--- config.mk ---
export PLATFORM = sky130hd
export DESIGN_NAME = running_median_window_core_flat
export DESIGN_NICKNAME = d
export VERILOG_FILES = /design/src/sv/rmw_pkg.sv /design/src/sv/rmw_if.sv /design/src/sv/rmw_divider.sv /design/src/sv/rmw_sorter.sv /design/src/sv/running_median_window_core.sv /design/src/flat_wrapper.sv
export VERILOG_INCLUDE_DIRS = /design/src /design/src/sv
export SDC_FILE = /design/constraint.sdc
export NUM_CORES = 1
export LEC_CHECK = 0
export ABC_AREA = 1
export BUFFER_PORTS_ARGS = -buffer_cell sky130_fd_sc_hd__buf_2
export CORE_MARGIN = 3
export CORE_UTILIZATION = 45
export DETAILED_ROUTE_END_ITERATION = 16
export GPL_TIMING_DRIVEN = 0
export SLEW_MARGIN = 30
export SYNTH_ARGS = -nofsm -noshare
export SYNTH_HDL_FRONTEND = slang
export SYNTH_SLANG_ARGS = --single-unit
export TNS_END_PERCENT = 5
--- constraint.sdc ---
create_clock -name clk -period 9.8 [get_ports clk]
set_clock_uncertainty 0.2 [all_clocks]
set_input_delay 1.47 -clock clk [delete_from_list [all_inputs] [get_ports clk]]
set_output_delay 1.47 -clock clk [all_outputs]
set_load 0.005 [all_outputs]
--- src/sv/running_median_window_core_macros.svh ---
// Assertion macros shared by the running median window RTL.
// Expects clk and rst in scope at the point of use.
`ifndef RUNNING_MEDIAN_WINDOW_CORE_MACROS_SVH
`define RUNNING_MEDIAN_WINDOW_CORE_MACROS_SVH

// same-cycle implication
`define RMW_ASSERT_IMP(label, ante, cons, msg) \
  label: assert property (@(posedge clk) disable iff (rst) (ante) |-> (cons)) \
    else $error(msg);

// next-cycle implication
`define RMW_ASSERT_NXT(label, ante, cons, msg) \
  label: assert property (@(posedge clk) disable iff (rst) (ante) |=> (cons)) \
    else $error(msg);

`endif

--- src/sv/rmw_pkg.sv ---
// Shared types and constants for the running median window block.
// No dependencies; every other file but the macros header imports this package.
`default_nettype none

package rmw_pkg;

  localparam int SAMPLE_W  = 16;
  localparam int COUNT_W   = 5;
  localparam int INDEX_W   = 4;
  localparam int SUM_W     = 21;  // holds 31 full-scale samples with sign
  localparam int DEPTH_DEF = 16;
  localparam int MIN_WINDOW = 1;
  localparam int PADDR_W   = 3;
  localparam int PDATA_W   = 32;
  localparam int REG_IDX_W = PADDR_W - 2;

  typedef enum logic [REG_IDX_W-1:0] {
    REG_WINDOW_SIZE = 1'b0
  } reg_idx_t;

  typedef enum logic {
    OP_ADD   = 1'b0,
    OP_CLEAR = 1'b1
  } op_t;

  typedef logic signed [SAMPLE_W-1:0] sample_t;
  typedef logic [COUNT_W-1:0]         count_t;

  typedef struct packed {
    logic    start;
    logic    full;
    count_t  n_old;
    count_t  n_new;
    sample_t new_val;
    sample_t old_val;
  } sort_ctrl_t;

  typedef struct packed {
    sample_t median;
    sample_t lowest;
    sample_t highest;
  } sort_stats_t;

  typedef struct packed {
    logic                    start;
    logic signed [SUM_W-1:0] dividend;
    count_t                  divisor;
  } div_req_t;

endpackage

`default_nettype wire

--- src/sv/rmw_if.sv ---
// Valid/ready channel interfaces for input items and result beats.
// Depends on rmw_pkg.
`default_nettype none

interface rmw_in_if;
  import rmw_pkg::*;
  logic                valid;
  logic                ready;
  logic                operation;
  sample_t             sample;
  logic [INDEX_W-1:0]  read_index;

  modport source (output valid, operation, sample, read_index, input ready);
  modport sink   (input valid, operation, sample, read_index, output ready);
endinterface

interface rmw_out_if;
  import rmw_pkg::*;
  logic    valid;
  logic    ready;
  sample_t median;
  sample_t average;
  sample_t lowest;
  sample_t highest;
  count_t  count;
  logic    has_data;
  sample_t indexed_value;
  logic    index_ok;

  modport source (output valid, median, average, lowest, highest, count, has_data,
                  indexed_value, index_ok, input ready);
  modport sink   (input valid, median, average, lowest, highest, count, has_data,
                  indexed_value, index_ok, output ready);
endinterface

`default_nettype wire

--- src/sv/rmw_divider.sv ---
// Restoring divider, one quotient bit per cycle: signed sum / unsigned count,
// truncating toward zero. Depends on rmw_pkg.
`default_nettype none

module rmw_divider (
  input  logic              clk,
  input  logic              rst,
  input  rmw_pkg::div_req_t req,
  output logic              busy,
  output rmw_pkg::sample_t  quotient
);
  import rmw_pkg::*;

  localparam int STEP_W = $clog2(SUM_W + 1);

  logic [SUM_W-1:0]   mag;      // dividend bits shift out, quotient bits shift in
  logic [COUNT_W-1:0] rem;
  count_t             divisor;
  logic               neg;
  logic [STEP_W-1:0]  steps;
  logic [COUNT_W:0]   rem_sh;
  logic [COUNT_W:0]   rem_diff;
  logic               take;
  logic [SUM_W-1:0]   q_shift;
  logic [SUM_W-1:0]   abs_in;
  logic               launch;

  assign launch   = req.start && !busy;
  assign abs_in   = req.dividend[SUM_W-1] ? (SUM_W'(0) - SUM_W'(req.dividend))
                                          : SUM_W'(req.dividend);
  assign rem_sh   = {rem, mag[SUM_W-1]};
  assign take     = rem_sh >= {1'b0, divisor};
  assign rem_diff = rem_sh - {1'b0, divisor};
  assign q_shift  = {mag[SUM_W-2:0], take};

  always_ff @(posedge clk) begin
    if (rst) begin
      busy  <= 1'b0;
      steps <= '0;
    end else if (launch) begin
      busy  <= 1'b1;
      steps <= STEP_W'(SUM_W);
    end else if (busy) begin
      steps <= steps - 1'b1;
      if (steps == STEP_W'(1)) busy <= 1'b0;
    end
  end

  always_ff @(posedge clk) begin
    if (launch) begin
      mag     <= abs_in;
      rem     <= '0;
      divisor <= req.divisor;
      neg     <= req.dividend[SUM_W-1];
    end else if (busy) begin
      mag <= q_shift;
      rem <= take ? rem_diff[COUNT_W-1:0] : rem_sh[COUNT_W-1:0];
      if (steps == STEP_W'(1)) begin
        quotient <= neg ? SAMPLE_W'(SUM_W'(0) - q_shift) : SAMPLE_W'(q_shift);
      end
    end
  end

endmodule

`default_nettype wire

--- src/sv/rmw_sorter.sv ---
// Keeps the window contents as a sorted list in a two-bank memory and
// rebuilds it per add by a one-pass merge (drop evicted, insert new).
// Depends on rmw_pkg.
`default_nettype none

module rmw_sorter #(
  parameter int DEPTH = rmw_pkg::DEPTH_DEF
) (
  input  logic                 clk,
  input  logic                 rst,
  input  rmw_pkg::sort_ctrl_t  ctrl,
  output logic                 busy,
  output rmw_pkg::sort_stats_t stats
);
  import rmw_pkg::*;

  localparam int AW = $clog2(DEPTH);

  sample_t         mem [2][DEPTH];
  logic            cur;       // bank holding the current sorted list
  count_t          rd_k;
  count_t          wr_k;
  count_t          rd_k_inc;
  count_t          n_old;
  count_t          n_new;
  logic            removed;
  logic            inserted;
  sample_t         new_val;
  sample_t         old_val;
  sample_t         rdata;
  sample_t         wr_data;
  logic            launch;
  logic            have_e;
  logic            drop;
  logic            put_new;
  logic            put_old;
  logic            finish;
  logic            consume;
  logic            rd_en;
  logic            wr_en;
  logic [AW-1:0]   rd_addr;

  assign launch   = ctrl.start && !busy;
  assign have_e   = rd_k < n_old;
  assign rd_k_inc = rd_k + 1'b1;

  // one merge decision per cycle; rdata is the list entry at rd_k
  always_comb begin
    drop    = 1'b0;
    put_new = 1'b0;
    put_old = 1'b0;
    finish  = 1'b0;
    if (busy) begin
      priority if (have_e && !removed && rdata == old_val) drop = 1'b1;
      else if (!inserted && (!have_e || new_val <= rdata)) put_new = 1'b1;
      else if (have_e) put_old = 1'b1;
      else finish = 1'b1;
    end
  end

  assign consume = drop || put_old;
  assign wr_en   = put_new || put_old;
  assign wr_data = put_new ? new_val : rdata;
  assign rd_en   = launch ? (ctrl.n_old != '0) : (consume && rd_k_inc < n_old);
  assign rd_addr = launch ? '0 : AW'(rd_k_inc);

  always_ff @(posedge clk) begin
    if (wr_en) mem[!cur][AW'(wr_k)] <= wr_data;
    if (rd_en) rdata <= mem[cur][rd_addr];
  end

  always_ff @(posedge clk) begin
    if (rst) begin
      busy <= 1'b0;
      cur  <= 1'b0;
    end else if (launch) begin
      busy <= 1'b1;
    end else if (finish) begin
      busy <= 1'b0;
      cur  <= !cur;
    end
  end

  always_ff @(posedge clk) begin
    if (launch) begin
      rd_k     <= '0;
      wr_k     <= '0;
      removed  <= !ctrl.full;
      inserted <= 1'b0;
      n_old    <= ctrl.n_old;
      n_new    <= ctrl.n_new;
      new_val  <= ctrl.new_val;
      old_val  <= ctrl.old_val;
    end else begin
      if (consume) rd_k <= rd_k_inc;
      if (drop) removed <= 1'b1;
      if (put_new) inserted <= 1'b1;
      if (wr_en) begin
        wr_k <= wr_k + 1'b1;
        // pick rank statistics off the write stream
        if (wr_k == '0) stats.lowest <= wr_data;
        if (wr_k == (n_new >> 1)) stats.median <= wr_data;
        if (wr_k == n_new - 1'b1) stats.highest <= wr_data;
      end
    end
  end

endmodule

`default_nettype wire

--- src/sv/running_median_window_core.sv ---
// Running median window: circular window of signed 16-bit samples with an
// APB size register and valid/ready item and result channels. A clear item
// goes straight to the done state; an add item passes the old, start and
// wait states, waiting on the bit-serial divider that forms the mean and on
// the parallel sorted-list merge for median, lowest and highest. The done
// state loads the output register once it is free. Input is not ready
// while an item is in work; a finished beat may sit in the output register
// while the next item is accepted. Writing window_size restarts the window.
// Depends on rmw_pkg, rmw_if, rmw_divider, rmw_sorter and the macros header.
`default_nettype none
`include "running_median_window_core_macros.svh"

module running_median_window_core #(
  parameter int DEPTH = rmw_pkg::DEPTH_DEF
) (
  input  logic                        clk,
  input  logic                        rst,
  input  logic                        psel,
  input  logic                        penable,
  input  logic                        pwrite,
  input  logic [rmw_pkg::PADDR_W-1:0] paddr,
  input  logic [rmw_pkg::PDATA_W-1:0] pwdata,
  output logic [rmw_pkg::PDATA_W-1:0] prdata,
  output logic                        pready,
  rmw_in_if.sink                      item,
  rmw_out_if.source                   result
);
  import rmw_pkg::*;

  localparam int AW = $clog2(DEPTH);
  localparam int PW = (AW + 1 > COUNT_W) ? AW + 1 : COUNT_W;
  localparam count_t MIN_SIZE = count_t'(MIN_WINDOW);
  localparam count_t MAX_SIZE = count_t'((DEPTH < 31) ? DEPTH : 31);
  localparam count_t SIZE_RST = count_t'((DEPTH < 16) ? DEPTH : 16);

  typedef enum logic [4:0] {
    S_IDLE  = 5'b00001,
    S_OLD   = 5'b00010,
    S_START = 5'b00100,
    S_WAIT  = 5'b01000,
    S_DONE  = 5'b10000
  } state_t;

  state_t                  state;
  count_t                  size;
  count_t                  size_wr;
  logic [AW-1:0]           pos;
  logic [AW:0]             pos_inc;
  logic                    pos_wrap;
  count_t                  count;
  count_t                  count_next;
  logic signed [SUM_W-1:0] sum;
  logic signed [SUM_W-1:0] sum_next;
  op_t                     op_r;
  sample_t                 sample_r;
  logic [INDEX_W-1:0]      ridx_r;
  sample_t                 store [DEPTH];
  sample_t                 store_rdata;
  logic                    store_rd;
  logic [AW-1:0]           store_addr;
  logic                    full;
  logic                    accept;
  logic                    cfg_sel;
  logic                    cfg_wr;
  logic                    has;
  logic                    ok;
  logic                    out_load;
  sort_ctrl_t              sort_ctrl;
  sort_stats_t             sort_stats;
  logic                    sort_busy;
  div_req_t                div_req;
  logic                    div_busy;
  sample_t                 div_q;

  // config port
  assign pready  = 1'b1;
  assign cfg_sel = reg_idx_t'(paddr[PADDR_W-1:2]) == REG_WINDOW_SIZE;
  assign cfg_wr  = psel && penable && pwrite && pready && cfg_sel;
  assign prdata  = cfg_sel ? PDATA_W'(size) : '0;

  always_comb begin
    size_wr = pwdata[COUNT_W-1:0];
    if (size_wr < MIN_SIZE) size_wr = MIN_SIZE;
    if (size_wr > MAX_SIZE) size_wr = MAX_SIZE;
  end

  assign item.ready = (state == S_IDLE) && !rst;
  assign accept     = item.valid && item.ready;

  // window bookkeeping for an add
  assign full       = (count == size);
  assign pos_inc    = {1'b0, pos} + 1'b1;
  assign pos_wrap   = PW'(pos_inc) >= PW'(size);
  assign count_next = (count < size) ? count + 1'b1 : count;
  assign sum_next   = sum + SUM_W'(sample_r) - (full ? SUM_W'(store_rdata) : SUM_W'(0));

  // store: evicted entry read on accept, indexed entry read after the write
  assign store_rd   = accept || (state == S_START);
  assign store_addr = (state == S_IDLE) ? pos : AW'(ridx_r);

  always_ff @(posedge clk) begin
    if (state == S_OLD) store[pos] <= sample_r;
    if (store_rd) store_rdata <= store[store_addr];
  end

  assign sort_ctrl.start   = (state == S_OLD);
  assign sort_ctrl.full    = full;
  assign sort_ctrl.n_old   = count;
  assign sort_ctrl.n_new   = count_next;
  assign sort_ctrl.new_val = sample_r;
  assign sort_ctrl.old_val = store_rdata;

  assign div_req.start    = (state == S_START);
  assign div_req.dividend = sum;
  assign div_req.divisor  = count;

  rmw_sorter #(.DEPTH(DEPTH)) u_sorter (
    .clk   (clk),
    .rst   (rst),
    .ctrl  (sort_ctrl),
    .busy  (sort_busy),
    .stats (sort_stats)
  );

  rmw_divider u_divider (
    .clk      (clk),
    .rst      (rst),
    .req      (div_req),
    .busy     (div_busy),
    .quotient (div_q)
  );

  always_ff @(posedge clk) begin
    if (rst) begin
      state <= S_IDLE;
      size  <= SIZE_RST;
      pos   <= '0;
      count <= '0;
      sum   <= '0;
    end else if (cfg_wr) begin
      size  <= size_wr;
      pos   <= '0;
      count <= '0;
      sum   <= '0;
    end else begin
      unique case (state)
        S_IDLE: begin
          if (accept) begin
            if (op_t'(item.operation) == OP_CLEAR) begin
              pos   <= '0;
              count <= '0;
              sum   <= '0;
              state <= S_DONE;
            end else begin
              state <= S_OLD;
            end
          end
        end
        S_OLD: begin
          pos   <= pos_wrap ? '0 : pos_inc[AW-1:0];
          count <= count_next;
          sum   <= sum_next;
          state <= S_START;
        end
        S_START: state <= S_WAIT;
        S_WAIT: begin
          if (!sort_busy && !div_busy) state <= S_DONE;
        end
        S_DONE: begin
          if (out_load) state <= S_IDLE;
        end
        default: state <= S_IDLE;
      endcase
    end
  end

  always_ff @(posedge clk) begin
    if (accept) begin
      op_r     <= op_t'(item.operation);
      sample_r <= item.sample;
      ridx_r   <= item.read_index;
    end
  end

  // output register
  assign has      = (count != '0);
  assign ok       = has && (COUNT_W'(ridx_r) < count);
  assign out_load = (state == S_DONE) && (!result.valid || result.ready);

  always_ff @(posedge clk) begin
    if (rst) begin
      result.valid <= 1'b0;
    end else if (out_load) begin
      result.valid <= 1'b1;
    end else if (result.ready) begin
      result.valid <= 1'b0;
    end
  end

  always_ff @(posedge clk) begin
    if (out_load) begin
      result.median        <= has ? sort_stats.median : '0;
      result.lowest        <= has ? sort_stats.lowest : '0;
      result.highest       <= has ? sort_stats.highest : '0;
      result.average       <= (has && op_r == OP_ADD) ? div_q : '0;
      result.count         <= count;
      result.has_data      <= has;
      result.indexed_value <= ok ? store_rdata : '0;
      result.index_ok      <= ok;
    end
  end

  `RMW_ASSERT_IMP(a_count_in_window, 1'b1, count <= size, "fill count above window size")
  `RMW_ASSERT_IMP(a_pos_in_window, 1'b1, PW'(pos) < PW'(size), "write position past window")
  `RMW_ASSERT_IMP(a_units_idle_on_accept, accept, !sort_busy && !div_busy, "item taken while busy")
  `RMW_ASSERT_NXT(a_merge_launched, state == S_OLD, sort_busy, "merge did not start")

endmodule

`default_nettype wire
--- src/flat_wrapper.sv ---
// flat-port wrapper written by rule: the top's interface ports become plain ports
module running_median_window_core_flat import rmw_pkg::*;
#(
  parameter int DEPTH = rmw_pkg::DEPTH_DEF
)
  (clk, rst, psel, penable, pwrite, paddr, pwdata, prdata, pready, item_valid, item_operation, item_sample, item_read_index, item_ready, result_valid, result_median, result_average, result_lowest, result_highest, result_count, result_has_data, result_indexed_value, result_index_ok, result_ready);
  rmw_in_if item_i ();
  rmw_out_if result_i ();
  input  logic clk;
  input  logic rst;
  input  logic psel;
  input  logic penable;
  input  logic pwrite;
  input  logic [rmw_pkg::PADDR_W-1:0] paddr;
  input  logic [rmw_pkg::PDATA_W-1:0] pwdata;
  output logic [rmw_pkg::PDATA_W-1:0] prdata;
  output logic pready;
  input wire logic [$bits(item_i.valid)-1:0] item_valid;
  input wire logic [$bits(item_i.operation)-1:0] item_operation;
  input wire logic [$bits(item_i.sample)-1:0] item_sample;
  input wire logic [$bits(item_i.read_index)-1:0] item_read_index;
  output wire logic [$bits(item_i.ready)-1:0] item_ready;
  output wire logic [$bits(result_i.valid)-1:0] result_valid;
  output wire logic [$bits(result_i.median)-1:0] result_median;
  output wire logic [$bits(result_i.average)-1:0] result_average;
  output wire logic [$bits(result_i.lowest)-1:0] result_lowest;
  output wire logic [$bits(result_i.highest)-1:0] result_highest;
  output wire logic [$bits(result_i.count)-1:0] result_count;
  output wire logic [$bits(result_i.has_data)-1:0] result_has_data;
  output wire logic [$bits(result_i.indexed_value)-1:0] result_indexed_value;
  output wire logic [$bits(result_i.index_ok)-1:0] result_index_ok;
  input wire logic [$bits(result_i.ready)-1:0] result_ready;
  assign item_i.valid = item_valid;
  assign item_i.operation = item_operation;
  assign item_i.sample = item_sample;
  assign item_i.read_index = item_read_index;
  assign item_ready = item_i.ready;
  assign result_valid = result_i.valid;
  assign result_median = result_i.median;
  assign result_average = result_i.average;
  assign result_lowest = result_i.lowest;
  assign result_highest = result_i.highest;
  assign result_count = result_i.count;
  assign result_has_data = result_i.has_data;
  assign result_indexed_value = result_i.indexed_value;
  assign result_index_ok = result_i.index_ok;
  assign result_i.ready = result_ready;
  running_median_window_core #(.DEPTH(DEPTH)) u_core (.clk(clk), .rst(rst), .psel(psel), .penable(penable), .pwrite(pwrite), .paddr(paddr), .pwdata(pwdata), .prdata(prdata), .pready(pready), .item(item_i), .result(result_i));
endmodule
==> flow_summary.toml <==
[run_status]
status = "finished, final reports clean"

[route]
route.met2.wl_um = 61400
highest-signal-layer = "met5"
drc = 0
drt_iter0_drc = 3653
vias_per_cell = 5.54
wl_met3_um = 11000
drt-total-wl_um = 134000
num_vias = 32700
firstDrtPassIters = 6
ant_nets = 0
routedWlPerCell_um = 22.6
wl_met1_um = 56300

[yosys]
yosysUniqueCellTypes = 48
ys_async_sr_fraction_pct = 0
synthFlopType = "edfxtp_1"
syn_area_um2 = 47400
synth_seq_cells = 1108
ys_seq_area_share_pct = 68.8
syn_inst = 4102
synth_edf_count = 1042
yosysWarningCount = 0
avgSynthCellArea_um2 = 11.6

[power]
p_leak_uw = 0.0203
power.density_nw_per_um2 = 249
irDropWorstVdd_uv = 187

[critical_path]
worst_setup_path_start_kind = "flip-flop"
arrival_ns = 4.84
critPathMaxFanout = 7
path_class = "flip-flop to flip-flop"
end_kind = "flip-flop"
required_ns = 10.13

[floorplan]
ios = 185
die_h_um = 331
coreArea_um2 = 104000
die_w_um = 331
dieArea_um2 = 109000
start_util_pct = 45.6
num_rows = 118

[sta]
tightestPinTransition_ns = 1.04
min_period_ns = 4.51
rsz0062_at_grt = "false"
whs_ns = 0.248
post-route-period-util_pct = 46.0
finalWorstSetupSlack_ns = 5.29
max_freq_ghz = 0.222
relSlewSlack_pct = 30.4
hold_violations = 0
setup_viol = 0
finalMaxSlewViolations = 0
tns_ns = 0

[cts]
cts_tree = "yes"
postCtsSetupRepairBufs = 0
numCtsBuffers = 109
clock_latency_ns = 0.68
clk_path_buf_depth = 3
cts_sinks = 1108
cts_hold_buf = 0
clk_pin_slew_worst_paths_ns = 0.06
htree_levels = 3
cts_resized = 0
cts_root_buf = "clkbuf_16"

[placed_design]
dp_hpwl_um = 93700
io_buffer_count = 126
place_ws_ns = 5.48
placed_area_um2 = 51600
gp_congestion = 1.01

[grt]
gr-total-overflow = 0
grt_first_pass_wirelength_um = 195000
antenna_found_initial = 3
grt_use_total_pct = 24.1
grt_max_degree = 40
grt_pass1_vias = 30400

[job]
maxCapViolCount = 0

[finish]
area_delta_synth_final_pct = 16.3
drive_gt1_share_pct = 12.0
final_cell_area_um2 = 55200
fin_nets = 4603
n_antenna_cell = 0

[worst_hold_path]
min_path_type = "flip-flop to flip-flop"
synth_stat cells, drive strengths merged, types with 66 or more instances:
cell type	number	area [um2]
edfxtp	1042	31300
o21ai	228	1170
buf	102	621
inv	301	1130
a21oi	103	515
dfxtp	66	1320
nor2	373	1420
nand2	828	3130
nand3	437	2200
clkbuf	134	504
nand4	141	882
ha	80	1000
where the power goes:
part	total (uW)	internal (uW)	leakage (uW)	switching, uW
Clock	4200	2430	0.00174	1770
Sequential	5610	5470	0.00994	145
Combinational	3910	1050	0.00858	2860
per-stage QoR:
| stage | instances | total power [uW] | util, % |
|---|---|---|---|
| finish | 5909 | 13700 | 53.0 |
| global route | 5909 | 14200 | 53.0 |
| CTS | 5908 | 13700 | 53.0 |
| detailed placement | 5707 | 9500 | 49.5 |
| global placement | 5634 | 9410 | 47.9 |
| floorplan | 4128 | 7840 | - |
layout by cell type (no fill, tap or decap), types with 17 or more instances in the layout:
master,synthesis,routed
o22ai_1,19,19
buf_1,22,21
nand4_1,141,141
inv_1,297,296
ha_1,80,80
o21ai_4,1,17
nor2_1,369,324
nor2_2,2,29
dfxtp_1,66,66
conb_1,2,28
nor2_4,2,20
nand3_1,435,435
clkinv_2,1,19
buf_6,6,26
buf_4,40,55
clkinv_1,7,31
nor3_1,26,18
xor2_1,47,47
fa_1,21,21
buf_2,34,161
nand2_1,821,821
o221ai_1,36,36
a21oi_1,103,103
buf_16,0,27
clkbuf_16,0,111
o211ai_1,32,32
clkbuf_1,133,153
o21ai_0,214,197
edfxtp_1,1042,1042
worst paths after layout:
check                                                     start                                   end  slack, ns  cells after the start
worst max-delay path                u_core.size[4]$_SDFFE_PP1P_           u_core.sum[17]$_SDFFE_PP0P_       5.29                     16
worst min-delay path            u_core.store_rdata[2]$_DFFE_PP_  u_core.u_sorter.old_val[2]$_DFFE_PP_       0.25                      0
worst max register to register      u_core.size[4]$_SDFFE_PP1P_           u_core.sum[17]$_SDFFE_PP0P_       5.29                     16
worst min register to register  u_core.store_rdata[2]$_DFFE_PP_  u_core.u_sorter.old_val[2]$_DFFE_PP_       0.25                      0
worst max-delay path, stage by stage (launching register included):
cell and delay (ns):
dfxtp_1 0.32, inv_1 0.12, ha_1 0.32, nand2_1 0.06, nor2_1 0.18, nand2_1 0.24
nor2_1 0.68, fa_1 0.55, inv_1 0.07, ha_1 0.20, nand2_1 0.14, nor4_1 0.56
nand4_1 0.17, nand3_1 0.19, a21oi_1 0.08, o21ai_0 0.18, a21oi_1 0.10
registers in the layout, summed over array words and instances, names as in the netlist, 16 cells and up, named ones only:
name                         cells
u_core.result.lowest            16
u_core.u_sorter.rdata           16
u_core.result.indexed_value     16
u_core.u_sorter.new_val         16
u_core.u_sorter.old_val         16
u_core.store_rdata              16
u_core.result.median            16
u_core.sample_r                 16
u_core.u_sorter.mem            512
u_core.u_divider.quotient       16
u_core.u_divider.mag            21
u_core.result.highest           16
u_core.sum                      21
u_core.result.average           16
u_core.store                   256
u_core.u_sorter.stats           48
area by class of cell:
cell class	count	area, um2
Buffer	236	1130
Clock buffer	134	2880
Clock inverter	67	698
Fill cell	8878	48900
Inverter	309	1160
Multi-Input combinational cell	2475	13000
Sequential cell	1108	32600
Tap cell	1380	1730
Timing Repair Buffer	200	1900
cell families (layout without fill, tap and decap cells):
kind of cell,after synthesis,after routing,synth area share (%)
and+or+nand+nor,1826,1826,16.6
DFF,1108,1108,68.8
buffers and inverters,545,946,4.82
AOI/OAI and AO/OA,461,461,5.65
adders and majority gates,101,101,3.00
xor gates and xnor gates,59,59,1.09
other,2,28,0.0158
routing by layer:
metal,track usage (%),up-vias
li1,-,15100
met1,34.0,15900
met2,37.6,1406
met3,4.12,282
met4,8.86,2
met5,0,-
Power figures use the tool's default switching activity.
